File: config.mk
export PLATFORM = sky130hd
export DESIGN_NAME = circle_outline_rasterizer_top_flat
export DESIGN_NICKNAME = d
export VERILOG_FILES = /design/src/rtl/cor_pkg.sv /design/src/rtl/cor_cmd_if.sv /design/src/rtl/cor_pix_if.sv /design/src/rtl/circle_outline_rasterizer_top.sv /design/src/flat_wrapper.sv
export SDC_FILE = /design/constraint.sdc
export NUM_CORES = 1
export LEC_CHECK = 0
export ABC_AREA = 0
export BUFFER_PORTS_ARGS = -buffer_cell sky130_fd_sc_hd__clkbuf_2
export CAP_MARGIN = 30
export CORE_MARGIN = 3
export CORE_UTILIZATION = 60
export CTS_BUF_LIST = sky130_fd_sc_hd__clkbuf_16
export DETAILED_ROUTE_END_ITERATION = 6
export PLACE_DENSITY_LB_ADDON = 0.05
export SLEW_MARGIN = 20
export SYNTH_ARGS = -nofsm -noshare
export SYNTH_HDL_FRONTEND = slang
export SYNTH_SLANG_ARGS = --single-unit
File: constraint.sdc
create_clock -name clk -period 5.1 [get_ports clk]
set_input_delay 1.02 -clock clk [delete_from_list [all_inputs] [get_ports clk]]
set_output_delay 1.02 -clock clk [all_outputs]
set_load 0.02 [all_outputs]
File: src/rtl/cor_pkg.sv
// shared constants and codes for the circle outline rasterizer
// no dependencies
`default_nettype none

package cor_pkg;

  // frame size registers are fixed at 13 bits
  localparam int DIM_BITS      = 13;
  localparam int CFG_DATA_BITS = 32;
  localparam int CFG_IDX_BITS  = 2;

  localparam logic [DIM_BITS-1:0] FRAME_WIDTH_RST  = 13'd640;
  localparam logic [DIM_BITS-1:0] FRAME_HEIGHT_RST = 13'd480;

  typedef enum logic [CFG_IDX_BITS-1:0] {
    CFG_FRAME_WIDTH  = 2'd0,
    CFG_FRAME_HEIGHT = 2'd1,
    CFG_PIXEL_COLOR  = 2'd2
  } cfg_index_t;

  typedef enum logic {
    OP_START = 1'b0,
    OP_STEP  = 1'b1
  } opcode_t;

endpackage : cor_pkg

`default_nettype wire

File: src/rtl/cor_cmd_if.sv
// command channel: start / step items with circle center and radius
// depends on cor_pkg
`default_nettype none

interface cor_cmd_if #(
  parameter int COORD_BITS = 12
);
  logic                         valid;
  logic                         ready;
  cor_pkg::opcode_t             opcode;
  logic signed [COORD_BITS-1:0] center_x;
  logic signed [COORD_BITS-1:0] center_y;
  logic        [COORD_BITS-2:0] radius;

  modport source (output valid, opcode, center_x, center_y, radius, input ready);
  modport sink   (input valid, opcode, center_x, center_y, radius, output ready);
endinterface : cor_cmd_if

`default_nettype wire

File: src/rtl/cor_pix_if.sv
// pixel channel: one clamped outline pixel per beat
// no dependencies
`default_nettype none

interface cor_pix_if #(
  parameter int COORD_BITS = 12
);
  logic                       valid;
  logic                       ready;
  logic signed [COORD_BITS:0] pixel_x;
  logic signed [COORD_BITS:0] pixel_y;
  logic                       last;

  modport source (output valid, pixel_x, pixel_y, last, input ready);
  modport sink   (input valid, pixel_x, pixel_y, last, output ready);
endinterface : cor_pix_if

`default_nettype wire

File: src/rtl/circle_outline_rasterizer_top.sv
// midpoint circle outline rasterizer, top level
// depends on cor_pkg, cor_cmd_if, cor_pix_if
`default_nettype none

//  channel | dir | payload                              | beat
//  --------+-----+--------------------------------------+-------------------------------
//  cmd     | in  | opcode, center_x, center_y, radius   | one start or step item
//  pix     | out | pixel_x, pixel_y, last               | one mirrored outline pixel
//  cfg     | in  | cfg_we, cfg_index, cfg_data          | one register write, no wait
//
//  a step item is accepted and yields four pixel beats, one per cycle while pix is ready;
//  the single pixel port thus limits how often steps can be taken
//  a start item or a step while idle yields no beat
//  the next step is taken on the cycle the fourth beat leaves, so with a step waiting the port never idles
//  rst is synchronous: idle, offsets cleared, frame 640 x 480, color 0
//  a stall on pix holds the current beat; cmd waits only while beats are queued

module circle_outline_rasterizer_top #(
  parameter int COORD_BITS = 12
) (
  input  wire                                 clk,
  input  wire                                 rst,
  input  wire                                 cfg_we,
  input  wire  [cor_pkg::CFG_IDX_BITS-1:0]    cfg_index,
  input  wire  [cor_pkg::CFG_DATA_BITS-1:0]   cfg_data,
  cor_cmd_if.sink                             cmd,
  cor_pix_if.source                           pix
);
  import cor_pkg::*;

  localparam int OFFX_BITS = COORD_BITS;
  localparam int OFFY_BITS = COORD_BITS + 1;
  localparam int ERR_BITS  = COORD_BITS + 3;
  localparam int PIX_BITS  = COORD_BITS + 1;
  localparam int SUM_BITS  = COORD_BITS + 2;
  localparam int CHK_BITS  = COORD_BITS + 6;
  // wide enough for both the raw sums and the frame limit (may be -1)
  localparam int CMP_BITS  = (SUM_BITS + 1 > DIM_BITS + 2) ? SUM_BITS + 1 : DIM_BITS + 2;

  // configuration registers
  logic [DIM_BITS-1:0]      frame_width;
  logic [DIM_BITS-1:0]      frame_height;
  // stored but not driven onto any port; does not enter the coordinates
  logic [CFG_DATA_BITS-1:0] pixel_color;

  // circle state
  logic                         active;
  logic signed [COORD_BITS-1:0] circle_center_x;
  logic signed [COORD_BITS-1:0] circle_center_y;
  logic        [OFFX_BITS-1:0]  offset_x;
  logic signed [OFFY_BITS-1:0]  offset_y;
  logic signed [ERR_BITS-1:0]   error_term;

  // pixel queue: the four mirrored coordinates of the last step
  logic                        pend;
  logic [1:0]                  beat_idx;
  logic        [PIX_BITS-1:0]  q_xp;
  logic        [PIX_BITS-1:0]  q_xm;
  logic        [PIX_BITS-1:0]  q_yp;
  logic        [PIX_BITS-1:0]  q_ym;
  logic                        q_fin;

  logic cmd_fire;
  logic pix_fire;
  logic last_beat;
  logic is_step;

  // ---------------- handshake ----------------
  assign last_beat = (beat_idx == 2'd3);
  assign pix_fire  = pix.valid && pix.ready;
  // queue frees on the fourth beat, so the next item can slide in behind it
  assign cmd.ready = !pend || (last_beat && pix.ready);
  assign cmd_fire  = cmd.valid && cmd.ready;
  assign is_step   = (cmd.opcode == OP_STEP) && active;

  assign pix.valid   = pend;
  assign pix.pixel_x = beat_idx[1] ? q_xm : q_xp;
  assign pix.pixel_y = beat_idx[0] ? q_ym : q_yp;
  assign pix.last    = q_fin && last_beat;

  // ---------------- mirrored coordinates and clamps ----------------
  logic signed [SUM_BITS-1:0] xp_sum, xm_sum, yp_sum, ym_sum;
  logic signed [CMP_BITS-1:0] xp_ext, yp_ext, w_lim, h_lim, xp_cl, yp_cl;
  logic        [PIX_BITS-1:0] xp_pix, xm_pix, yp_pix, ym_pix;

  always_comb begin
    xp_sum = {{2{circle_center_x[COORD_BITS-1]}}, circle_center_x} + {2'b00, offset_x};
    xm_sum = {{2{circle_center_x[COORD_BITS-1]}}, circle_center_x} - {2'b00, offset_x};
    yp_sum = {{2{circle_center_y[COORD_BITS-1]}}, circle_center_y}
             + {offset_y[OFFY_BITS-1], offset_y};
    ym_sum = {{2{circle_center_y[COORD_BITS-1]}}, circle_center_y}
             - {offset_y[OFFY_BITS-1], offset_y};

    xp_ext = {{(CMP_BITS-SUM_BITS){xp_sum[SUM_BITS-1]}}, xp_sum};
    yp_ext = {{(CMP_BITS-SUM_BITS){yp_sum[SUM_BITS-1]}}, yp_sum};
    // a frame size of zero gives a limit of -1, used as is
    w_lim  = $signed({{(CMP_BITS-DIM_BITS){1'b0}}, frame_width}) - CMP_BITS'(1);
    h_lim  = $signed({{(CMP_BITS-DIM_BITS){1'b0}}, frame_height}) - CMP_BITS'(1);
    xp_cl  = (xp_ext > w_lim) ? w_lim : xp_ext;
    yp_cl  = (yp_ext > h_lim) ? h_lim : yp_ext;

    xp_pix = xp_cl[PIX_BITS-1:0];
    yp_pix = yp_cl[PIX_BITS-1:0];
    // minus side clamps at the frame origin
    xm_pix = xm_sum[SUM_BITS-1] ? '0 : xm_sum[PIX_BITS-1:0];
    ym_pix = ym_sum[SUM_BITS-1] ? '0 : ym_sum[PIX_BITS-1:0];
  end

  // ---------------- midpoint error rule ----------------
  logic signed [CHK_BITS-1:0]  chk;
  logic signed [ERR_BITS-1:0]  x1_e, y1_e;
  logic signed [OFFY_BITS-1:0] y1;
  logic                        d_neg, d_pos, chk_le0;
  logic        [OFFX_BITS-1:0] offset_x_next;
  logic signed [OFFY_BITS-1:0] offset_y_next;
  logic signed [ERR_BITS-1:0]  error_term_next;
  logic signed [ERR_BITS-1:0]  start_err;

  always_comb begin
    chk = (({{(CHK_BITS-ERR_BITS){error_term[ERR_BITS-1]}}, error_term}
          + {{(CHK_BITS-OFFY_BITS){offset_y[OFFY_BITS-1]}}, offset_y}) <<< 1)
          - CHK_BITS'(1);
    d_neg   = error_term[ERR_BITS-1];
    d_pos   = !d_neg && (error_term != '0);
    chk_le0 = chk[CHK_BITS-1] || (chk == '0);

    // x + 1 kept unwrapped for the error update, wrapped only when stored
    x1_e = {{(ERR_BITS-OFFX_BITS){1'b0}}, offset_x} + ERR_BITS'(1);
    y1   = offset_y - OFFY_BITS'(1);
    y1_e = {{(ERR_BITS-OFFY_BITS){y1[OFFY_BITS-1]}}, y1};

    priority if (d_neg && chk_le0) begin
      // move right only
      offset_x_next   = x1_e[OFFX_BITS-1:0];
      offset_y_next   = offset_y;
      error_term_next = error_term + (x1_e <<< 1) + ERR_BITS'(1);
    end else if (d_pos && !chk_le0) begin
      // move down only
      offset_x_next   = offset_x;
      offset_y_next   = y1;
      error_term_next = error_term - ((y1_e <<< 1) + ERR_BITS'(1));
    end else begin
      // diagonal
      offset_x_next   = x1_e[OFFX_BITS-1:0];
      offset_y_next   = y1;
      error_term_next = error_term + ((x1_e - y1_e) <<< 1);
    end

    start_err = ERR_BITS'(1) - ({{(ERR_BITS-COORD_BITS+1){1'b0}}, cmd.radius} <<< 1);
  end

  // ---------------- registers ----------------
  always_ff @(posedge clk) begin
    if (rst) begin
      frame_width  <= FRAME_WIDTH_RST;
      frame_height <= FRAME_HEIGHT_RST;
      pixel_color  <= '0;
    end else if (cfg_we) begin
      unique case (cfg_index)
        CFG_FRAME_WIDTH:  frame_width  <= cfg_data[DIM_BITS-1:0];
        CFG_FRAME_HEIGHT: frame_height <= cfg_data[DIM_BITS-1:0];
        CFG_PIXEL_COLOR:  pixel_color  <= cfg_data;
        default: ;
      endcase
    end
  end

  always_ff @(posedge clk) begin
    if (rst) begin
      active          <= 1'b0;
      circle_center_x <= '0;
      circle_center_y <= '0;
      offset_x        <= '0;
      offset_y        <= '0;
      error_term      <= '0;
    end else if (cmd_fire) begin
      if (cmd.opcode == OP_START) begin
        // start abandons any running circle
        active          <= 1'b1;
        circle_center_x <= cmd.center_x;
        circle_center_y <= cmd.center_y;
        offset_x        <= '0;
        offset_y        <= {2'b00, cmd.radius};
        error_term      <= start_err;
      end else if (is_step) begin
        offset_x   <= offset_x_next;
        offset_y   <= offset_y_next;
        error_term <= error_term_next;
        // circle ends once y has crossed below zero
        if (offset_y_next[OFFY_BITS-1]) begin
          active <= 1'b0;
        end
      end
    end
  end

  always_ff @(posedge clk) begin
    if (rst) begin
      pend     <= 1'b0;
      beat_idx <= '0;
    end else begin
      if (pix_fire) begin
        beat_idx <= beat_idx + 2'd1;
        if (last_beat) begin
          pend <= 1'b0;
        end
      end
      if (cmd_fire && is_step) begin
        pend     <= 1'b1;
        beat_idx <= '0;
      end
    end
  end

  // queue payload, no reset needed
  always_ff @(posedge clk) begin
    if (cmd_fire && is_step) begin
      q_xp  <= xp_pix;
      q_xm  <= xm_pix;
      q_yp  <= yp_pix;
      q_ym  <= ym_pix;
      q_fin <= offset_y_next[OFFY_BITS-1];
    end
  end

endmodule : circle_outline_rasterizer_top

`default_nettype wire

File: src/flat_wrapper.sv
// flat-port wrapper written by rule: the top's interface ports become plain ports
module circle_outline_rasterizer_top_flat import cor_pkg::*;
#(
  parameter int COORD_BITS = 12
)
  (clk, rst, cfg_we, cfg_index, cfg_data, cmd_valid, cmd_opcode, cmd_center_x, cmd_center_y, cmd_radius, cmd_ready, pix_valid, pix_pixel_x, pix_pixel_y, pix_last, pix_ready);
  cor_cmd_if #(.COORD_BITS(COORD_BITS)) cmd_i ();
  cor_pix_if #(.COORD_BITS(COORD_BITS)) pix_i ();
  input  wire clk;
  input  wire rst;
  input  wire cfg_we;
  input  wire  [cor_pkg::CFG_IDX_BITS-1:0] cfg_index;
  input  wire  [cor_pkg::CFG_DATA_BITS-1:0] cfg_data;
  input wire logic [$bits(cmd_i.valid)-1:0] cmd_valid;
  input wire logic [$bits(cmd_i.opcode)-1:0] cmd_opcode;
  input wire logic [$bits(cmd_i.center_x)-1:0] cmd_center_x;
  input wire logic [$bits(cmd_i.center_y)-1:0] cmd_center_y;
  input wire logic [$bits(cmd_i.radius)-1:0] cmd_radius;
  output wire logic [$bits(cmd_i.ready)-1:0] cmd_ready;
  output wire logic [$bits(pix_i.valid)-1:0] pix_valid;
  output wire logic [$bits(pix_i.pixel_x)-1:0] pix_pixel_x;
  output wire logic [$bits(pix_i.pixel_y)-1:0] pix_pixel_y;
  output wire logic [$bits(pix_i.last)-1:0] pix_last;
  input wire logic [$bits(pix_i.ready)-1:0] pix_ready;
  assign cmd_i.valid = cmd_valid;
  assign cmd_i.opcode = cmd_opcode;
  assign cmd_i.center_x = cmd_center_x;
  assign cmd_i.center_y = cmd_center_y;
  assign cmd_i.radius = cmd_radius;
  assign cmd_ready = cmd_i.ready;
  assign pix_valid = pix_i.valid;
  assign pix_pixel_x = pix_i.pixel_x;
  assign pix_pixel_y = pix_i.pixel_y;
  assign pix_last = pix_i.last;
  assign pix_i.ready = pix_ready;
  circle_outline_rasterizer_top #(.COORD_BITS(COORD_BITS)) u_core (.clk(clk), .rst(rst), .cfg_we(cfg_we), .cfg_index(cfg_index), .cfg_data(cfg_data), .cmd(cmd_i), .pix(pix_i));
endmodule
Yosys cells after proc, flatten, opt, wreduce, memory -nomap -nowiden. Index checks and enable logic that the tools add are counted.

Latch bits: 0. Memories kept: 0. Output and inout port bits: 29. Bits in read-only memories: 0. Input port bits: 75. Register bits after elaboration: 147. Logic and storage cells: 92. Bits in writable memories: 0.

Reductions and logical operators: 28. $mul: 0. Order comparisons: 2. Equal/unequal tests: 6. Bitwise logic cells: 1. Muxes and demuxes: 21. Shift-type cells: 0. Divide/modulo/power cells: 0. $add $sub $neg: 18.

Operators with widths (number): 13-bit two-way mux (7); 15-bit two-way mux (4); 12-bit two-way mux (4); 15-bit adder (2); 12-bit by 13-bit adder with 14-bit output (2); 14-bit greater-than comparator (2); 12-bit by 13-bit subtractor with 14-bit output (2); 13-bit by 1-bit subtractor with 14-bit output (second input constant) (2); 18-bit zero test (1); 18-bit by 1-bit subtractor with 18-bit output (second input constant) (1); 15-bit by 13-bit adder with 16-bit output (1); 14-bit by 2-bit adder with 15-bit output (second input constant) (1); 15-bit by 2-bit adder with 15-bit output (second input constant) (1); 15-bit nonzero test (1); 15-bit subtractor (1); 14-bit by 13-bit subtractor with 14-bit output (1); 12-bit by 1-bit adder with 13-bit output (second input constant) (1); 1-bit by 12-bit subtractor with 13-bit output (first input constant) (1); 13-bit by 2-bit subtractor with 13-bit output (second input constant) (1); 2-bit AND reduction (5); 1-bit logical AND (9); 3-bit AND reduction (3); 1-bit two-way mux (6); 2-bit by 1-bit != test with 1-bit output (second input constant) (2); other kinds (11) (15).

Logic depth before layout (Yosys ltp). Gate-level depths: netlist of run 1.

Word-level depth: 10. Gate-level depth with buffers: 23. Mapped depth without buffers: 22.

Worst setup path before layout of run 1. No wires, ideal clock.

Path kind: flip-flop to flip-flop. Start: register u_core.offset_y[1]. End: register u_core.error_term[14]. Data required time: 5.008 ns. Library setup time: 0.092 ns. Cell stages (with the launch flop): 20. Path slack: 0.711 ns. Arrival time: 4.297 ns. Path through: dfxtp_1 or4_1 buf_2 or3_1 nand2_1 inv_1 ha_1 or3_1 o21ai_0 nor3_1 or2_2 xor2_1 ha_1 or3_1 a211o_1 o311a_1 a31oi_1 or2_2 mux2i_1 o32ai_1.

Longest elaborated chain between the ends: 10.

Ends and longest elaborated chain: from (decl) (RTL line circle_outline_rasterizer_top.sv:51) `logic signed [OFFY_BITS-1:0] offset_y;`; from (signal assigned) (RTL line circle_outline_rasterizer_top.sv:183) `offset_y <= {2'b00, cmd.radius};`; from (signal assigned) (RTL line circle_outline_rasterizer_top.sv:187) `offset_y <= offset_y_next;`; parallel branches: the longest is 7 deep, another holds 15-bit adder; 15-bit two-way mux * (RTL line circle_outline_rasterizer_top.sv:132) `priority if (d_neg && chk_le0) begin`; 15-bit two-way mux * (RTL line circle_outline_rasterizer_top.sv:185) `end else if (is_step) begin`; 15-bit two-way mux * (RTL line circle_outline_rasterizer_top.sv:177) `if (cmd.opcode == OP_START) begin`; to (signal assigned) (RTL line circle_outline_rasterizer_top.sv:184) `error_term <= start_err;`; to (signal assigned) (RTL line circle_outline_rasterizer_top.sv:188) `error_term <= error_term_next;`; to (decl) (RTL line circle_outline_rasterizer_top.sv:52) `logic signed [ERR_BITS-1:0] error_term;`.

Every way passes the cells marked *. The select of a mux whose other input is x is not followed. A chain may end at the register's enable or synchronous reset.

Worst setup path in the final report of run 1.
Start: register u_core.offset_y[0]. End: register u_core.error_term[14].

Same word-level chain as after synthesis.

==> results of run 1 <==
how the worst max path moves through the flow:
stage                                  start                     to  slack, ns  cells after the start
after CTS                 u_core.offset_y[1]  u_core.error_term[14]       0.15                     20
final                     u_core.offset_y[0]  u_core.error_term[14]       0.27                     20
after global routing      u_core.offset_y[0]  u_core.error_term[14]      -0.03                     20
after floorplan           u_core.offset_y[1]  u_core.error_term[14]       0.71                     19
after detailed placement  u_core.offset_y[1]  u_core.error_term[14]       0.19                     20
after global placement    u_core.offset_y[1]  u_core.error_term[14]       0.30                     20
routing by layer:
layer / routed length [um] / up-vias / track usage [%]
met5: 0 / - / 0
met4: 1090 / 0 / 8.87
met3: 2790 / 93 / 4.45
met2: 17600 / 431 / 51.7
met1: 17200 / 5789 / 44.2
li1: - / 5952 / -
layout make-up:
cell class,count,area share (%)
Timing Repair Buffer,116,4.75
Clock buffer,18,3.08
Inverter,115,2.95
Sequential cell,147,23.8
Tap cell,275,2.35
Multi-Input combinational cell,1292,62.2
Clock inverter,14,0.915
logic make-up after synthesis:
kind of cell    count (synthesis)  synth area share, %
buf+inv                       172                 4.98
xor+xnor                      134                 8.91
mux                            61                 4.89
simple gates                  534                 19.6
flops                         147                 26.4
fa+ha+maj                     159                 15.6
compound gates                404                 19.6
timing repair:
item                                   4_1_cts  5_1_grt
endpoints found under the hold margin        0        0
gates resized for setup                      0       11
setup endpoints to repair                    0       16
cells in the mapped netlist, drive strengths merged, types with 23 or more instances:
cell type,number
or3,23
nand3,29
o21ai,73
xnor2,94
mux2i,34
xor2,40
a21o,26
ha,149
nor3,61
clkbuf,49
nor2,114
nand2,169
mux2,27
a21oi,145
dfxtp,94
inv,114
edfxtp,53
stage by stage:
| stage | setup WS, ns | std cells | TNS [ns] |
|---|---|---|---|
| 6_report | 0.268 | 1977 | 0 |
| 5_1_grt | -0.0331 | 1977 | -0.0331 |
| 4_1_cts | 0.151 | 1976 | 0 |
| 3_5_place_dp | 0.194 | 1944 | 0 |
| 3_3_place_gp | 0.297 | 1944 | 0 |
| 2_1_floorplan | 0.711 | 1611 | 0 |
flip-flops by register name, indices dropped and copies added, names as in the netlist, 13 cells and up:
register	flops
u_core.q_xm	13
u_core.error_term	15
u_core.frame_width	13
u_core.frame_height	13
u_core.q_yp	13
u_core.q_xp	13
u_core.offset_y	13
u_core.q_ym	13
critical path, stage by stage (launching register included):
cell and delay, ns:
sky130_fd_sc_hd__dfxtp_1 0.40, sky130_fd_sc_hd__inv_1 0.17, sky130_fd_sc_hd__ha_1 0.28, sky130_fd_sc_hd__or4b_4 0.55, sky130_fd_sc_hd__nor2_1 0.14, sky130_fd_sc_hd__xnor2_1 0.14, sky130_fd_sc_hd__ha_1 0.26, sky130_fd_sc_hd__nor3_1 0.21
sky130_fd_sc_hd__inv_1 0.09, sky130_fd_sc_hd__a311oi_2 0.34, sky130_fd_sc_hd__nor3_1 0.10, sky130_fd_sc_hd__or2_2 0.31, sky130_fd_sc_hd__xor2_1 0.16, sky130_fd_sc_hd__ha_1 0.22, sky130_fd_sc_hd__or3_1 0.32, sky130_fd_sc_hd__a211o_1 0.23
sky130_fd_sc_hd__o311a_1 0.13, sky130_fd_sc_hd__a31oi_1 0.24, sky130_fd_sc_hd__or2_2 0.15, sky130_fd_sc_hd__mux2i_1 0.06, sky130_fd_sc_hd__o32ai_1 0.24
power groups by stage:
stage	Sequential, W	Combinational, W	Clock, W
after floorplan	0.00140	0.00142	0
after global placement	0.00143	0.00186	0
after detailed placement	0.00144	0.00190	0
after CTS	0.00141	0.00191	0.00128
after global routing	0.00142	0.00213	0.00133
final	0.00142	0.00196	0.00127
==> impl_summary.log, run 1 <==
[metrics] outcome: completed
[metrics] Antenna Nets Post-Route: 0
[metrics] commonest cells after routing, fill and taps aside: sky130_fd_sc_hd__nand2_1 (169), sky130_fd_sc_hd__ha_1 (149), sky130_fd_sc_hd__a21oi_1 (143)
[metrics] worst hold path cell count: 2
[metrics] pwr dens: 318 nW/um^2
[metrics] sequential element share of the synthesized area: 26.4%
[metrics] TritonCTS Sinks: 147
[metrics] leading register cell type out of synthesis: sky130_fd_sc_hd__dfxtp_1
[metrics] Worst setup EP type: register
[metrics] post-synthesis instance area: 13200 um^2
[metrics] Slew Limit Headroom: 37.3%
[metrics] data required time at the worst endpoint: 5.44 ns
[metrics] final-report setup violation count: 0
[metrics] top area cells in the synthesized netlist: sky130_fd_sc_hd__dfxtp_1 (14%), sky130_fd_sc_hd__ha_1 (14%), sky130_fd_sc_hd__edfxtp_1 (12%)
[metrics] worst reg2reg path startpoint: u_core.offset_y[0]
[metrics] initial cell density of the core: 61.9%
[metrics] Overall Power: 0.00465 W
[metrics] syn nets: 1844
[metrics] number of vias in the routed layout: 12300
[metrics] share of the synthesized area in the top cell type: 14.3%
[metrics] EDFF count, synth: 53
[metrics] Max-cap violations: 0
[metrics] worst-path fanout max: 8
[metrics] DR vias/cell: 6.20
[metrics] Floorplan Core Area: 21300 um^2
[metrics] first-iteration detailed-routing DRC count: 913
[metrics] CTS H-Tree Depth: 4
[metrics] 1st-pass router iterations: 6
[metrics] count of port buffers added during placement: 84
[metrics] worst path arrival time: 5.17 ns
[metrics] clock insertion delay at the later pin of the skew report: 0.43 ns
[metrics] vias in the first global route: 11400
[metrics] async set-or-reset flop fraction in the synthesized netlist: 0%
[metrics] final-report hold violation count: 0
[metrics] buffer cell driving the clock tree root: sky130_fd_sc_hd__clkbuf_16
[metrics] category of the critical setup timing path: reg -> reg
[metrics] clock tree from TritonCTS: done
[metrics] global-route wire length before repair: 60600 um
[metrics] sum of routed wire length over all layers: 38700 um
[metrics] register clock-pin slew on the reported worst setup and hold paths: 0.07 ns
[metrics] worst hold start: u_core.circle_center_y[9]
[metrics] gate count after technology mapping: 1611
[metrics] Yosys warning total: 0
[metrics] die footprint: 23800 um^2
[metrics] P&R area growth vs syn: 11.1%
[metrics] die span in y: 154 um
[metrics] post-route cell area: 14600 um^2
[metrics] Synth cell types: 75
[metrics] Tightest Hold Check Type: reg -> reg
[metrics] Routability Congestion: 0.943
[metrics] startpoint type of the worst setup path: register
[metrics] Worst IR Drop VDD: 252 uV
[metrics] commonest non-fill, non-tap cell in the layout: sky130_fd_sc_hd__nand2_1
[metrics] # nets final: 1922
[metrics] cell type with the highest aggregate area in the netlist: sky130_fd_sc_hd__dfxtp_1
[metrics] post-synthesis sequential element count: 147
[metrics] I/O pin total: 104
[metrics] leakage power figure: 6.35 nW
[metrics] total congestion overflow: 0
[metrics] minimum setup slack among reg-to-reg paths: 0.27 ns
[metrics] Placement Cell Area: 14000 um^2
[metrics] worst slew pin tran: 0.938 ns
[metrics] hold-fix buffer count after cts: 0
[metrics] worst-case clock skew: 0.0113 ns
[metrics] worst reg2reg path depth: 20
[metrics] largest buffer count on any clock path: 2
[metrics] half-perimeter wire length of the detailed placement result: 29500 um
[metrics] FILL cells: 1822
[metrics] area of all sequential standard cells: 3480 um^2
[metrics] Post-CTS Repair Setup Buffers: 0
[metrics] Sw Pwr: 0.00185 W
[metrics] share of total power in the clock network: 27.3%
[metrics] die boundary width: 154 um
[metrics] Post-Route Utilization: 68.7%
[metrics] hold worst-path end: u_core.circle_center_y[9]
[metrics] post-synthesis average cell area: 8.17 um^2
[metrics] share of power burned in registers: 30.5%
[metrics] number of antenna violations at the first check in global routing: 0
[metrics] time the worst path needs with I/O delays and setup: 4.83 ns
[metrics] num rows: 53
[metrics] number of antenna repair diodes: 0
[metrics] WL per Instance: 19.6 um
[metrics] Slew Limit Fails: 0
[metrics] switching part of the total: 39.7%
[metrics] worst hold slack: 0.481 ns
[metrics] overall fraction of global-route tracks in use: 31.7%
[metrics] number of buffers created by CTS: 17
[metrics] maximum operating frequency: 207 MHz
[metrics] fraction of layout instances using a drive strength above 1: 12.2%
[metrics] Pint: 0.00280 W
[metrics] Period Utilization, post-route: 94.7%
[metrics] share of power burned in combinational logic: 42.3%
[metrics] largest net degree at the start of global routing: 94
[metrics] area of the multi-input gates: 9100 um^2
[metrics] number of DRC violations after detailed routing: 0
[metrics] worst r2r dst: u_core.error_term[14]
(Power assumes the default switching activity.)
==> run 2, diff against run 1 <==
--- a/config.mk
+++ b/config.mk
@@ -12,6 +12,7 @@
 export CORE_UTILIZATION = 60
 export CTS_BUF_LIST = sky130_fd_sc_hd__clkbuf_16
 export DETAILED_ROUTE_END_ITERATION = 6
+export GPL_ROUTABILITY_DRIVEN = 0
 export PLACE_DENSITY_LB_ADDON = 0.05
 export SLEW_MARGIN = 20
 export SYNTH_ARGS = -nofsm -noshare
==> constraint.sdc (replaced) <==
create_clock -name clk -period 4.9 [get_ports clk]
set_input_delay 0.49 -clock clk [delete_from_list [all_inputs] [get_ports clk]]
set_output_delay 0.49 -clock clk [all_outputs]
set_load 0.02 [all_outputs]
==> run 2 against run 1 <==
Combinational power up 4%; sequential share of layout area decreased by 0.12 points; fmax is 4.2% higher; routed wire length fell by 0.22%; clock skew about the same; critical path depth rose by 1; worst setup slack worse by 0.0032 ns; non-clock buffer count grew 8; global-route usage up 0.37 points; flip-flop and latch count stayed put; core utilization is 0.34 points higher; largest cell class unchanged.
==> impl_summary.log, run 2 (synthesis results as in run 1) <==
[metrics] GR Layer Usage met2: 51.9%
[metrics] data required time at the worst endpoint: 5.08 ns
[metrics] sum of routed wire length over all layers: 38600 um
[metrics] I/O pin total: 104
[metrics] time the worst path needs with I/O delays and setup: 4.64 ns
[metrics] worst path arrival time: 4.82 ns
[metrics] initial cell density of the core: 61.9%
[metrics] clock tree from TritonCTS: done
[metrics] Layout Cells excl Fill: 1985
[metrics] Slew Limit Headroom: 36.8%
[metrics] buffer cell driving the clock tree root: sky130_fd_sc_hd__clkbuf_16
[metrics] half-perimeter wire length of the detailed placement result: 29300 um
[metrics] # nets final: 1930
[metrics] startpoint type of the worst setup path: register
[metrics] Max-cap violations: 0
[metrics] total congestion overflow: 0
[metrics] 1st-pass router iterations: 5
[metrics] leakage power figure: 6.39 nW
[metrics] worst-path fanout max: 12
[metrics] commonest cells after routing, fill and taps aside: sky130_fd_sc_hd__nand2_1 (169), sky130_fd_sc_hd__ha_1 (149), sky130_fd_sc_hd__a21oi_1 (143)
[metrics] share of power burned in combinational logic: 42.0%
[metrics] commonest non-fill, non-tap cell in the layout: sky130_fd_sc_hd__nand2_1
[metrics] largest net degree at the start of global routing: 94
[metrics] die boundary width: 154 um
[metrics] number of buffers created by CTS: 17
[metrics] busiest metal layer after global routing: met2
[metrics] worst reg2reg path depth: 21
[metrics] Largest Register: u_core.error_term
[metrics] number of antenna violations at the first check in global routing: 0
[metrics] count of port buffers added during placement: 84
[metrics] Tightest Hold Check Type: in -> reg
[metrics] Floorplan Core Area: 21300 um^2
[metrics] Pint: 0.00297 W
[metrics] Antenna Nets Post-Route: 0
[metrics] P&R area growth vs syn: 11.7%
[metrics] category of the critical setup timing path: reg -> reg
[metrics] register clock-pin slew on the reported worst setup and hold paths: 0.07 ns
[metrics] worst-case clock skew: 0.0110 ns
[metrics] num rows: 53
[metrics] maximum operating frequency: 216 MHz
[metrics] Slew Limit Fails: 0
[metrics] Period Utilization, post-route: 94.6%
[metrics] number of vias in the routed layout: 12300
[metrics] Worst setup EP type: register
[metrics] die span in y: 154 um
[metrics] Worst IR Drop VDD: 249 uV
[metrics] clock insertion delay at the later pin of the skew report: 0.43 ns
[metrics] number of DRC violations after detailed routing: 0
[metrics] DR vias/cell: 6.21
[metrics] hold-fix buffer count after cts: 0
[metrics] final-report hold violation count: 0
[metrics] Overall Power: 0.00487 W
[metrics] worst slew pin tran: 0.946 ns
[metrics] fraction of met3 tracks used by global routing: 5.09%
[metrics] fraction of layout instances using a drive strength above 1: 12.6%
[metrics] share of power burned in registers: 30.0%
[metrics] outcome: completed
[metrics] WL per Instance: 19.4 um
[metrics] GR met1 Demand/Resource: 44.0%
[metrics] TritonCTS Sinks: 147
[metrics] pwr dens: 331 nW/um^2
[metrics] largest buffer count on any clock path: 2
[metrics] number of antenna repair diodes: 0
[metrics] share of total power in the clock network: 28.0%
[metrics] Sw Pwr: 0.00190 W
[metrics] worst hold path cell count: 3
[metrics] number of instances in the placed design: 1952
[metrics] final-report setup violation count: 0
[metrics] overall fraction of global-route tracks in use: 32.1%
[metrics] switching part of the total: 39.1%
[metrics] first-iteration detailed-routing DRC count: 1062
[metrics] max reg flops: 15
[metrics] global-route wire length before repair: 61600 um
[metrics] die footprint: 23800 um^2
[metrics] vias in the first global route: 11800
[metrics] CTS H-Tree Depth: 4
run 2: routing by layer:
layer | up-vias | share of wire (%)
li1 | 5977 | -
met1 | 5749 | 44
met2 | 518 | 45
met3 | 89 | 7.9
met4 | 0 | 3.5
met5 | - | 0
run 2: final cells by class:
type / count / area (um^2)
flip-flops and latches: 147 / 3470
fillers: 1745 / 6590
well taps: 275 / 344
multi-input cells: 1292 / 9100
inverters: 115 / 432
repair buffers: 124 / 747
clock inverters: 14 / 153
clock buffers: 18 / 450
run 2: worst max-delay path, stage by stage, from the launching register on:
cell	delay (ns)
sky130_fd_sc_hd__dfxtp_1	0.47
sky130_fd_sc_hd__inv_1	0.10
sky130_fd_sc_hd__ha_1	0.41
sky130_fd_sc_hd__a21oi_1	0.08
sky130_fd_sc_hd__o21ai_0	0.19
sky130_fd_sc_hd__a21oi_1	0.11
sky130_fd_sc_hd__o21ai_0	0.17
sky130_fd_sc_hd__a21oi_1	0.11
sky130_fd_sc_hd__o31ai_1	0.34
sky130_fd_sc_hd__a21oi_1	0.17
sky130_fd_sc_hd__xnor2_1	0.44
sky130_fd_sc_hd__ha_1	0.35
sky130_fd_sc_hd__nand4_1	0.12
sky130_fd_sc_hd__nor2_1	0.07
sky130_fd_sc_hd__o31ai_1	0.07
sky130_fd_sc_hd__o21ai_0	0.13
sky130_fd_sc_hd__a311oi_1	0.33
sky130_fd_sc_hd__mux2i_1	0.12
sky130_fd_sc_hd__a21oi_1	0.20
sky130_fd_sc_hd__buf_4	0.22
sky130_fd_sc_hd__nand2_1	0.08
sky130_fd_sc_hd__o21a_1	0.12
run 2: power by group through the flow:
stage	clock network, W	logic (W)	registers, W
2_1_floorplan	0	0.00148	0.00145
5_1_grt	0.00143	0.00223	0.00147
3_3_place_gp	0	0.00193	0.00148
3_5_place_dp	0	0.00197	0.00148
4_1_cts	0.00138	0.00199	0.00146
6_report	0.00137	0.00204	0.00146
run 2: worst paths after layout:
kind                                   from                        end  slack [ns]
setup reg to reg         u_core.offset_x[2]            u_core.q_xp[11]        0.26
setup / recovery         u_core.offset_x[2]            u_core.q_xp[11]        0.26
hold / removal              cmd_center_x[2]  u_core.circle_center_x[2]        0.28
hold reg to reg   u_core.circle_center_y[9]  u_core.circle_center_y[9]        0.48
run 2: per-stage QoR:
| stage | hold WS [ns] | setup TNS [ns] | cell area [um^2] | utilization, % | setup WS (ns) |
|---|---|---|---|---|---|
| 2_1_floorplan | 0.449 | 0 | 13200 | - | 0.511 |
| 3_3_place_gp | 0.464 | 0 | 14000 | 65.9 | 0.234 |
| 3_5_place_dp | 0.471 | 0 | 14000 | 65.9 | 0.193 |
| 4_1_cts | 0.264 | 0 | 14600 | 68.7 | 0.176 |
| 5_1_grt | 0.280 | -0.0125 | 14700 | 69.1 | -0.0125 |
| 6_report | 0.278 | 0 | 14700 | 69.1 | 0.265 |
run 2: timing repair:
item,in CTS,in global routing
buffers inserted,0,0
setup endpoints to repair,0,15
gates resized for setup,0,13
